**src/sv/dlc_pkg.sv**
```systemverilog
// Shared types and codes for the password door lock controller.
// Used by dlc_core and password_door_lock_controller; no dependencies.
package dlc_pkg;

  // Event kinds carried on the input tuser.
  typedef enum logic [1:0] {
    REQ_PASS = 2'd0,
    REQ_KEY  = 2'd1,
    REQ_TICK = 2'd2
  } req_e;

  typedef enum logic [2:0] {
    MODE_NEW        = 3'd0,
    MODE_CONFIRM    = 3'd1,
    MODE_MENU       = 3'd2,
    MODE_CHK_CHANGE = 3'd3,
    MODE_CHK_OPEN   = 3'd4,
    MODE_LOCKOUT    = 3'd5,
    MODE_LOCKING    = 3'd6,
    MODE_UNLOCKING  = 3'd7
  } mode_e;

  typedef enum logic [3:0] {
    RES_NONE         = 4'd0,
    RES_SET_OK       = 4'd1,
    RES_SET_BAD      = 4'd2,
    RES_CONFIRM      = 4'd3,
    RES_PASS_OK      = 4'd4,
    RES_WRONG        = 4'd5,
    RES_LOCKOUT      = 4'd6,
    RES_LOCKOUT_OVER = 4'd7,
    RES_UNLOCKING    = 4'd8,
    RES_DONE         = 4'd9,
    RES_IGNORED      = 4'd10
  } res_e;

  // Configuration register indexes.
  typedef enum logic [1:0] {
    CFG_LOCKOUT_TICKS = 2'd0,
    CFG_MOTOR_TICKS   = 2'd1,
    CFG_MAX_ATTEMPTS  = 2'd2
  } cfg_e;

  localparam logic [7:0] KEY_CHANGE = 8'd42;  // '*'
  localparam logic [7:0] KEY_OPEN   = 8'd37;  // '%'

  localparam logic [7:0] LOCKOUT_TICKS_RST = 8'd240;
  localparam logic [7:0] MOTOR_TICKS_RST   = 8'd60;
  localparam logic [2:0] MAX_ATTEMPTS_RST  = 3'd3;

  typedef struct packed {
    logic [7:0] lockout_ticks;
    logic [7:0] motor_phase_ticks;
    logic [2:0] max_attempts;
  } cfg_t;

  typedef struct packed {
    res_e       result_code;
    mode_e      mode;
    logic [2:0] attempts;
    logic       buzzer_on;
    logic       motor_lock;
    logic       motor_unlock;
  } out_t;

endpackage

```
**src/sv/dlc_core.sv**
```systemverilog
// Lock controller state machine: mode, stored and first password, counters.
// Depends on dlc_pkg. Processes one event per cycle when en_i is high.
module dlc_core #(
  parameter int PASS_BYTES = 5
) (
  input  logic                      clk_i,
  input  logic                      rst_ni,
  input  logic                      en_i,
  input  dlc_pkg::req_e             req_i,
  input  logic [8*PASS_BYTES-1:0]   pass_i,
  input  logic [7:0]                key_i,
  input  dlc_pkg::cfg_t             cfg_i,
  output dlc_pkg::out_t             res_o
);

  localparam int PW = 8 * PASS_BYTES;

  dlc_pkg::mode_e  mode_q, mode_d;
  logic [PW-1:0]   stored_q, stored_d;
  logic [PW-1:0]   first_q, first_d;
  logic [2:0]      wrong_q, wrong_d;
  logic [7:0]      tick_q, tick_d;
  logic            buzz_q, buzz_d;
  dlc_pkg::res_e   res;

  logic [2:0] wrong_inc;
  logic [7:0] tick_inc;

  assign wrong_inc = wrong_q + 3'd1;
  assign tick_inc  = tick_q + 8'd1;

  // Next state.
  always_comb begin
    mode_d   = mode_q;
    stored_d = stored_q;
    first_d  = first_q;
    wrong_d  = wrong_q;
    tick_d   = tick_q;
    buzz_d   = buzz_q;
    res      = dlc_pkg::RES_NONE;
    if (en_i) begin
      case (req_i)
        dlc_pkg::REQ_PASS: begin
          case (mode_q)
            dlc_pkg::MODE_NEW: begin
              first_d = pass_i;
              mode_d  = dlc_pkg::MODE_CONFIRM;
              res     = dlc_pkg::RES_CONFIRM;
            end
            dlc_pkg::MODE_CONFIRM: begin
              if (pass_i == first_q) begin
                stored_d = pass_i;
                mode_d   = dlc_pkg::MODE_MENU;
                res      = dlc_pkg::RES_SET_OK;
              end else begin
                mode_d = dlc_pkg::MODE_NEW;
                res    = dlc_pkg::RES_SET_BAD;
              end
            end
            dlc_pkg::MODE_CHK_CHANGE, dlc_pkg::MODE_CHK_OPEN: begin
              if (pass_i == stored_q) begin
                wrong_d = '0;
                res     = dlc_pkg::RES_PASS_OK;
                if (mode_q == dlc_pkg::MODE_CHK_CHANGE) begin
                  mode_d = dlc_pkg::MODE_NEW;
                end else begin
                  tick_d = '0;
                  mode_d = dlc_pkg::MODE_LOCKING;
                end
              end else if (wrong_inc == cfg_i.max_attempts) begin
                wrong_d = '0;
                buzz_d  = 1'b1;
                tick_d  = '0;
                mode_d  = dlc_pkg::MODE_LOCKOUT;
                res     = dlc_pkg::RES_LOCKOUT;
              end else begin
                wrong_d = wrong_inc;
                res     = dlc_pkg::RES_WRONG;
              end
            end
            default: res = dlc_pkg::RES_IGNORED;
          endcase
        end
        dlc_pkg::REQ_KEY: begin
          if (mode_q != dlc_pkg::MODE_MENU) begin
            res = dlc_pkg::RES_IGNORED;
          end else if (key_i == dlc_pkg::KEY_CHANGE) begin
            wrong_d = '0;
            mode_d  = dlc_pkg::MODE_CHK_CHANGE;
          end else if (key_i == dlc_pkg::KEY_OPEN) begin
            wrong_d = '0;
            mode_d  = dlc_pkg::MODE_CHK_OPEN;
          end else begin
            res = dlc_pkg::RES_IGNORED;
          end
        end
        dlc_pkg::REQ_TICK: begin
          // The counter runs in every mode; timed modes compare after the increment.
          tick_d = tick_inc;
          case (mode_q)
            dlc_pkg::MODE_LOCKOUT: begin
              if (tick_inc == cfg_i.lockout_ticks) begin
                tick_d = '0;
                buzz_d = 1'b0;
                mode_d = dlc_pkg::MODE_MENU;
                res    = dlc_pkg::RES_LOCKOUT_OVER;
              end
            end
            dlc_pkg::MODE_LOCKING: begin
              if (tick_inc == cfg_i.motor_phase_ticks) begin
                tick_d = '0;
                mode_d = dlc_pkg::MODE_UNLOCKING;
                res    = dlc_pkg::RES_UNLOCKING;
              end
            end
            dlc_pkg::MODE_UNLOCKING: begin
              if (tick_inc == cfg_i.motor_phase_ticks) begin
                tick_d = '0;
                mode_d = dlc_pkg::MODE_MENU;
                res    = dlc_pkg::RES_DONE;
              end
            end
            default: res = dlc_pkg::RES_NONE;
          endcase
        end
        default: res = dlc_pkg::RES_IGNORED;
      endcase
    end
  end

  // Result fields reflect the state after the event.
  always_comb begin
    res_o.result_code  = res;
    res_o.mode         = mode_d;
    res_o.attempts     = wrong_d;
    res_o.buzzer_on    = buzz_d;
    res_o.motor_lock   = (mode_d == dlc_pkg::MODE_LOCKING);
    res_o.motor_unlock = (mode_d == dlc_pkg::MODE_UNLOCKING);
  end

  always_ff @(posedge clk_i or negedge rst_ni) begin
    if (!rst_ni) begin
      mode_q   <= dlc_pkg::MODE_NEW;
      stored_q <= '0;
      first_q  <= '0;
      wrong_q  <= '0;
      tick_q   <= '0;
      buzz_q   <= 1'b0;
    end else begin
      mode_q   <= mode_d;
      stored_q <= stored_d;
      first_q  <= first_d;
      wrong_q  <= wrong_d;
      tick_q   <= tick_d;
      buzz_q   <= buzz_d;
    end
  end

endmodule

```
**src/sv/password_door_lock_controller.sv**
```systemverilog
// Password door lock controller: stream ports, configuration registers and
// the input and result register stages around dlc_core. Depends on dlc_pkg.
// Path: an accepted transaction waits in the input register, moves into the result
// register when the core advances, and is held on m_axis there until taken.
// Throughput: one transaction per cycle unless m_axis stalls; the input register
// drains into the result register whenever that register is empty or being taken.
// Reset: asynchronous active low; clears the stages, the state and the
// configuration registers to 240, 60 and 3.
module password_door_lock_controller #(
  parameter int PASS_BYTES = 5
) (
  input  logic                      clk_i,
  input  logic                      rst_ni,
  input  logic                      s_axis_tvalid,
  output logic                      s_axis_tready,
  // tdata: pass_value [8*PASS_BYTES-1:0], key_code above it
  input  logic [8*PASS_BYTES+7:0]   s_axis_tdata,
  // tuser: req_type
  input  logic [1:0]                s_axis_tuser,
  output logic                      m_axis_tvalid,
  input  logic                      m_axis_tready,
  // tdata: result_code[3:0], mode[6:4], attempts[9:7], buzzer_on[10],
  // motor_lock[11], motor_unlock[12], zero fill [15:13]
  output logic [15:0]               m_axis_tdata,
  input  logic                      cfg_we_i,
  input  logic [1:0]                cfg_addr_i,
  input  logic [7:0]                cfg_wdata_i
);

  localparam int PW = 8 * PASS_BYTES;

  dlc_pkg::cfg_t cfg_q;

  logic              in_valid_q;
  dlc_pkg::req_e     in_req_q;
  logic [PW-1:0]     in_pass_q;
  logic [7:0]        in_key_q;
  logic              advance;

  logic              out_valid_q;
  dlc_pkg::out_t     out_q;
  dlc_pkg::out_t     core_res;

  always_ff @(posedge clk_i or negedge rst_ni) begin
    if (!rst_ni) begin
      cfg_q.lockout_ticks     <= dlc_pkg::LOCKOUT_TICKS_RST;
      cfg_q.motor_phase_ticks <= dlc_pkg::MOTOR_TICKS_RST;
      cfg_q.max_attempts      <= dlc_pkg::MAX_ATTEMPTS_RST;
    end else if (cfg_we_i) begin
      case (dlc_pkg::cfg_e'(cfg_addr_i))
        dlc_pkg::CFG_LOCKOUT_TICKS: cfg_q.lockout_ticks     <= cfg_wdata_i;
        dlc_pkg::CFG_MOTOR_TICKS:   cfg_q.motor_phase_ticks <= cfg_wdata_i;
        dlc_pkg::CFG_MAX_ATTEMPTS:  cfg_q.max_attempts      <= cfg_wdata_i[2:0];
        default: ;
      endcase
    end
  end

  assign advance       = in_valid_q && (!out_valid_q || m_axis_tready);
  assign s_axis_tready = !in_valid_q || advance;

  always_ff @(posedge clk_i or negedge rst_ni) begin
    if (!rst_ni) begin
      in_valid_q <= 1'b0;
    end else if (s_axis_tready) begin
      in_valid_q <= s_axis_tvalid;
    end
  end

  always_ff @(posedge clk_i) begin
    if (s_axis_tvalid && s_axis_tready) begin
      in_req_q  <= dlc_pkg::req_e'(s_axis_tuser);
      in_pass_q <= s_axis_tdata[PW-1:0];
      in_key_q  <= s_axis_tdata[PW+7:PW];
    end
  end

  dlc_core #(
    .PASS_BYTES(PASS_BYTES)
  ) u_core (
    .clk_i  (clk_i),
    .rst_ni (rst_ni),
    .en_i   (advance),
    .req_i  (in_req_q),
    .pass_i (in_pass_q),
    .key_i  (in_key_q),
    .cfg_i  (cfg_q),
    .res_o  (core_res)
  );

  always_ff @(posedge clk_i or negedge rst_ni) begin
    if (!rst_ni) begin
      out_valid_q <= 1'b0;
    end else if (advance) begin
      out_valid_q <= 1'b1;
    end else if (m_axis_tready) begin
      out_valid_q <= 1'b0;
    end
  end

  always_ff @(posedge clk_i) begin
    if (advance) begin
      out_q <= core_res;
    end
  end

  assign m_axis_tvalid = out_valid_q;
  assign m_axis_tdata  = {3'b000, out_q.motor_unlock, out_q.motor_lock, out_q.buzzer_on,
                          out_q.attempts, out_q.mode, out_q.result_code};

  // A stalled input stage always holds a pending item.
  a_ready_low_holds: assert property (@(posedge clk_i) disable iff (!rst_ni)
    !s_axis_tready |-> in_valid_q)
    else $error("input stalled without a pending item");

  // Every item that leaves the input stage lands in the result register.
  a_advance_fills: assert property (@(posedge clk_i) disable iff (!rst_ni)
    advance |=> out_valid_q)
    else $error("processed item did not reach the result register");

  // A lockout result always comes with the buzzer on and the count cleared.
  a_lockout_buzz: assert property (@(posedge clk_i) disable iff (!rst_ni)
    out_valid_q && (out_q.result_code == dlc_pkg::RES_LOCKOUT)
      |-> out_q.buzzer_on && (out_q.attempts == 3'd0)
        && (out_q.mode == dlc_pkg::MODE_LOCKOUT))
    else $error("lockout result without buzzer");

  // The motor is never driven both ways at once.
  a_motor_excl: assert property (@(posedge clk_i) disable iff (!rst_ni)
    out_valid_q |-> !(out_q.motor_lock && out_q.motor_unlock))
    else $error("motor driven in both directions");

endmodule

```
**config.mk**
```make
export PLATFORM = sky130hd
export DESIGN_NAME = password_door_lock_controller
export DESIGN_NICKNAME = d
export VERILOG_FILES = /design/src/sv/dlc_pkg.sv /design/src/sv/dlc_core.sv /design/src/sv/password_door_lock_controller.sv
export SDC_FILE = /design/constraint.sdc
export NUM_CORES = 1
export LEC_CHECK = 0
export ABC_CLOCK_PERIOD_IN_PS = 4700
export BUFFER_PORTS_ARGS = -buffer_cell sky130_fd_sc_hd__buf_2
export CAP_MARGIN = 10
export CORE_MARGIN = 2
export CORE_UTILIZATION = 32
export CTS_BUF_LIST = sky130_fd_sc_hd__clkbuf_2
export DETAILED_ROUTE_END_ITERATION = 10
export SKIP_LAST_GASP = 1
export SLEW_MARGIN = 10
export SYNTH_ARGS = -nofsm -noshare
export SYNTH_HDL_FRONTEND = slang
export SYNTH_SLANG_ARGS = --single-unit
export TNS_END_PERCENT = 50
```
**constraint.sdc**
```tcl
create_clock -name clk_i -period 4.7 [get_ports clk_i]
set_input_delay 0.705 -clock clk_i [delete_from_list [all_inputs] [get_ports clk_i]]
set_output_delay 0.705 -clock clk_i [all_outputs]
set_load 0.03 [all_outputs]
```
Word level (Yosys, flattened, before mapping)

Cells that the tools add are included.

Add/subtract/negate cells: 2
Multipliers: 0
Div/mod/pow operators: 0
Order comparisons: 0
Eq/ne operators: 23
Shift operators: 0
Multiplexer cells: 51
Bitwise operators: 0
Reduce and logical (&&, ||, !) cells: 19

Operators by type and width:

| cell                                                 | number |
|---|---|
| equality test 40 bit                                 | 2 |
| 2-to-1 mux 3 bit                                     | 18 |
| 2-to-1 mux 8 bit                                     | 6 |
| case mux 4 bit (3 select lines)                      | 3 |
| case mux 8 bit (2 select lines)                      | 2 |
| case mux 3 bit (3 select lines)                      | 3 |
| 2-to-1 mux 4 bit                                     | 6 |
| equality test 3 bit (second input constant)          | 6 |
| equality test 8 x 6 -> 1 bit (second input constant) | 2 |
| equality test 8 bit                                  | 2 |
| adder 8 x 1 -> 8 bit (second input constant)         | 1 |
| 2-to-1 mux 1 bit                                     | 8 |
| 2-to-1 mux 2 bit                                     | 3 |
| case mux 3 bit (2 select lines)                      | 1 |
| AND reduction 2 bit                                  | 3 |
| AND reduction 5 bit                                  | 1 |
| equality test 2 x 1 -> 1 bit (second input constant) | 2 |
| equality test 2 bit (second input constant)          | 2 |
| zero test 2 bit                                      | 2 |
| AND reduction 4 bit                                  | 1 |
| nonzero test 2 bit                                   | 2 |
| OR reduction 2 bit                                   | 2 |
| adder 3 x 1 -> 3 bit (second input constant)         | 1 |
| equality test 3 x 1 -> 1 bit (second input constant) | 1 |
| 12 further kinds                                     | 15 |

Flip-flop bits (word level): 179
Bits in latches: 0
RAM bits: 0
Bits in read-only memories: 0
Output and inout bits: 18
Logic and storage cells: 115
Memories: 0

Longest topological paths before layout

Word-level depth: 8
Gate-level depth with buffers: 10
Gate-level depth less buffers: 9

Hierarchy

Synthesis repeated with hierarchy kept, for this count alone.

Cells, all modules: 620
Area, all modules: 8308.0 sq um

Modules (own cells, without submodules):

| module                        | times used | cells each | area each (sq um) | seq. area each (sq um) |
|---|---|---|---|---|
| dlc_core                      | 1          | 504        | 5561.6            | 2377.3 |
| password_door_lock_controller | 1          | 116        | 2746.4            | 2429.8 |

Least setup slack after synthesis

OpenSTA, ideal clock, no wires.

Path type: input-to-reg
Start point: in m_axis_tready
End point: reg in_key_q[0], enable pin
Data arrival time: 2.280 ns
Path slack: 2.008 ns
Stages on the path: 2
Path buffers: 0
Cell sequence: nand3b_1 and2_1

Longest elaborated chain between the ends: 4

Ends and longest elaborated chain:

| what                   | RTL line                            | text |
|---|---|---|
| start: declaration     | password_door_lock_controller.sv:21 | `input logic m_axis_tready,` |
| logical OR 1 bit       | password_door_lock_controller.sv:59 | `assign advance = in_valid_q && (!out_valid_q \|\| m_axis_tready);` |
| logical AND 1 bit      | password_door_lock_controller.sv:59 |  |
| logical OR 1 bit       | password_door_lock_controller.sv:60 | `assign s_axis_tready = !in_valid_q \|\| advance;` |
| logical AND 1 bit      | password_door_lock_controller.sv:71 | `if (s_axis_tvalid && s_axis_tready) begin` |
| end signal: assignment | password_door_lock_controller.sv:74 | `in_key_q <= s_axis_tdata[PW+7:PW];` |
| end: declaration       | password_door_lock_controller.sv:37 | `logic [7:0] in_key_q;` |

No other way between the ends.
A chain may end at the register's enable or synchronous reset.

==> flow_summary.ini <==
[placement]
place_hpwl_mm = 11.8
dp_cells = 1022
place.gp.congestion = 0.841
io_buffers = 79
placed_area_um2 = 9170

[finish]
final_cells = 1078
fillerInstances = 2543
syn_to_final_growth_pct = 15.0
multi_input_area_um2 = 3430
regArea_um2 = 4810
drive_above_1_share_pct = 32.6
final_nets = 797
final_area_um2 = 9680
utilization_pct = 37.4
diodes = 0

[setup_path]
crit_start = u_core.tick_q[0]$_DFFE_PN0P_
worst-setup-path-type = reg -> reg
worstPathRequired_ns = 5.27
endpoint_kind = flop
worstReg2RegStart = u_core.tick_q[0]$_DFFE_PN0P_
start_kind = flop
r2r_cells = 9
worstPathMaxFanout = 9
cp-endpoint = m_axis_tdata[11]$_DFFE_PP_
rr_endpoint = m_axis_tdata[11]$_DFFE_PP_
crit_arrival_ns = 3.59
r2r_slack_ns = 1.68

[global_routing]
grt_pass1_wl_mm = 26.9
grt_antenna_before_repair = 0
grt_pass1_vias = 5065
grt_max_degree = 76
grt_use_total_pct = 12.3
grt_overflow = 0

[synthesis]
async_flop_share_pct = 64.8
synth_ff_type = dfrtp_1
syn_inst = 626
synth_compound_area_share_pct = 6.56
syn-cell-area_um2 = 8420
synth_xor_area_share_pct = 10.9
synth-edff-count = 63
synth.top_cell.area_share_pct = 31.5
ys_seq_area_share_pct = 57.1
ys_top_cells_by_count = 106 x dfrtp_1, 99 x mux2_2, 63 x edfxtp_1
yosysMostFrequentCell = dfrtp_1
syn_avg_cell_area_um2 = 13.4
synthAdderAreaFrac_pct = 0.297
yosysUniqueCellTypes = 70
yosys.area_share.simple_pct = 9.10
ys_warn_count = 0
synth_top_family_by_area = multiplexers
yosysTopAreaCell = dfrtp_1
synth.area.top_cells = dfrtp_1 32%, edfxtp_1 22%, mux2_2 13%
synth.area.mux_share_pct = 13.6
synth_seq_cells = 179

[sta]
finalClockSkew_ns = 0.0723
tightest_slew_ns = 1.02
slew_headroom_pct = 31.8
hold_viol = 0
rsz0062_at_grt = no
drv_slew = 0
setup_tns_ns = 0
fmax_ghz = 0.331
period_share_pct = 64.2
finalSetupViolations = 0
fin_crit_ns = 3.02

[run_status]
status = complete, no violations

[floorplanning]
die_w_um = 166
rows = 59
die_h_um = 166
die-area_um2 = 27600
initial_core_util_pct = 32.5
ios = 83
fp.coreArea_um2 = 25900

[clock_tree]
clkSinkCount = 179
cts_tree = yes
post_cts_resized = 0
clk_pin_slew_ns = 0.32
ctsRootBufferMaster = clkbuf_2
cts_made_buffers = 17
clk-insertion-delay-late_ns = 0.78
htreeDepth = 4
clk_path_buf_depth = 2

[drt]
antenna_left = 0
vias_per_cell = 4.78
firstDrtPassIters = 5
drc = 0
drtIter0Drc = 240
wire_per_inst_um = 15.5
postRouteWirelength_mm = 16.7
route.vias.total = 5157

[run]
max-cap-violations = 0

[min_path]
hp-class = in -> async

[power_and_ir_drop]
power_density_nw_per_um2 = 378
vdd_drop_max_v = 0.000220
leakage_nw = 4.11
-- through the flow --
stage          total power [mW]  setup slack [ns]  hold slack (ns)
2_1_floorplan              2.62              2.01            0.409
6_report                   3.66              1.68           0.0353
5_1_grt                    3.88              1.45         0.000198
3_5_place_dp               2.83              1.63            0.490
3_3_place_gp               2.82              1.68            0.476
4_1_cts                    3.70              1.64         0.000792
-- worst min path at each step --
| stage | slack [ns] | startpoint | cells after the start | end |
|---|---|---|---|---|
| 6_report | 0.04 | rst_ni | 1 | cfg_q[14]$_DFFE_PN0P_ |
| 5_1_grt | 0.0002 | s_axis_tdata[22] | 1 | in_pass_q[22]$_DFFE_PP_ |
| 4_1_cts | 0.0008 | rst_ni | 1 | cfg_q[13]$_DFFE_PN0P_ |
| 3_5_place_dp | 0.49 | in_valid_q$_DFFE_PN0N_ | 1 | m_axis_tvalid$_DFFE_PN0P_ |
| 3_3_place_gp | 0.48 | in_valid_q$_DFFE_PN0N_ | 1 | m_axis_tvalid$_DFFE_PN0P_ |
| 2_1_floorplan | 0.41 | rst_ni | 0 | cfg_q[10]$_DFFE_PN0P_ |
-- critical path, cell delays in order, from the launching register on --
cell and delay [ns]:
dfrtp_1 0.57, ha_1 0.47, nand3_4 0.15, xor2_2 0.19, a2111oi_4 0.35, o211ai_2 0.23, o311a_1 0.41, o32ai_4 0.24
inv_2 0.08, a211oi_2 0.19
-- cells in the final DEF (no fill, tap or decap), types with 10 or more instances in the layout --
cell type / instances
buf_2: 78
nor4_1: 17
nand4_1: 19
inv_1: 16
nand3_1: 11
nor3_1: 10
nand2_1: 24
dlygate4sd3_1: 24
dfrtp_1: 106
edfxtp_1: 63
a21oi_1: 10
dfstp_2: 10
nor2_1: 15
xnor2_1: 49
mux2_2: 99
clkbuf_2: 17
xor2_1: 46
-- area by class of cell --
cell class                 count  share of cell area, %
sequential                   179                   49.7
multi-input combinational    407                   35.4
timing repair buffer         108                   7.11
tap                          335                   4.33
clock inverter                15                   1.98
clock buffer                  17                  0.879
inverter                      17                  0.659
-- repair_timing --
item / in CTS / in global routing
hold endpoints to repair: 10 / 14
setup buffers: 0 / 0
hold buffers: 10 / 14
-- report_power, final --
group | leakage [nW] | total, mW | switching, mW | internal (mW)
registers | 2.13 | 2.02 | 0.209 | 1.81
logic | 1.82 | 0.791 | 0.421 | 0.370
clock network | 0.162 | 0.845 | 0.644 | 0.201
total | 4.11 | 3.66 | 1.27 | 2.38
-- sequential cells by signal, summed over array words and instances (netlist names) --
signal / count
u_core.tick_q: 8
u_core.mode_q: 3
cfg_q: 19
in_key_q: 8
u_core.wrong_q: 3
u_core.first_q: 40
m_axis_tdata: 13
m_axis_tvalid: 1
u_core.buzz_q: 1
in_valid_q: 1
in_req_q: 2
in_pass_q: 40
u_core.stored_q: 40
-- metal layers --
| metal | share of wire (%) | track usage (%) |
|---|---|---|
| met1 | 46 | 16.2 |
| met2 | 49 | 20.6 |
| met3 | 4.0 | 2.67 |
| met4 | 0.98 | 2.95 |
| met5 | 0 | 0 |
-- logic make-up (layout without fill, tap and decap cells) --
family | Yosys count | in the layout
compound gates | 69 | 69
xor+xnor | 99 | 99
fa+ha+maj | 2 | 2
buf+inv | 42 | 157
flops | 179 | 179
mux | 102 | 102
other cells | 1 | 3
simple gates | 132 | 132
Power figures use the tool's default switching activity.
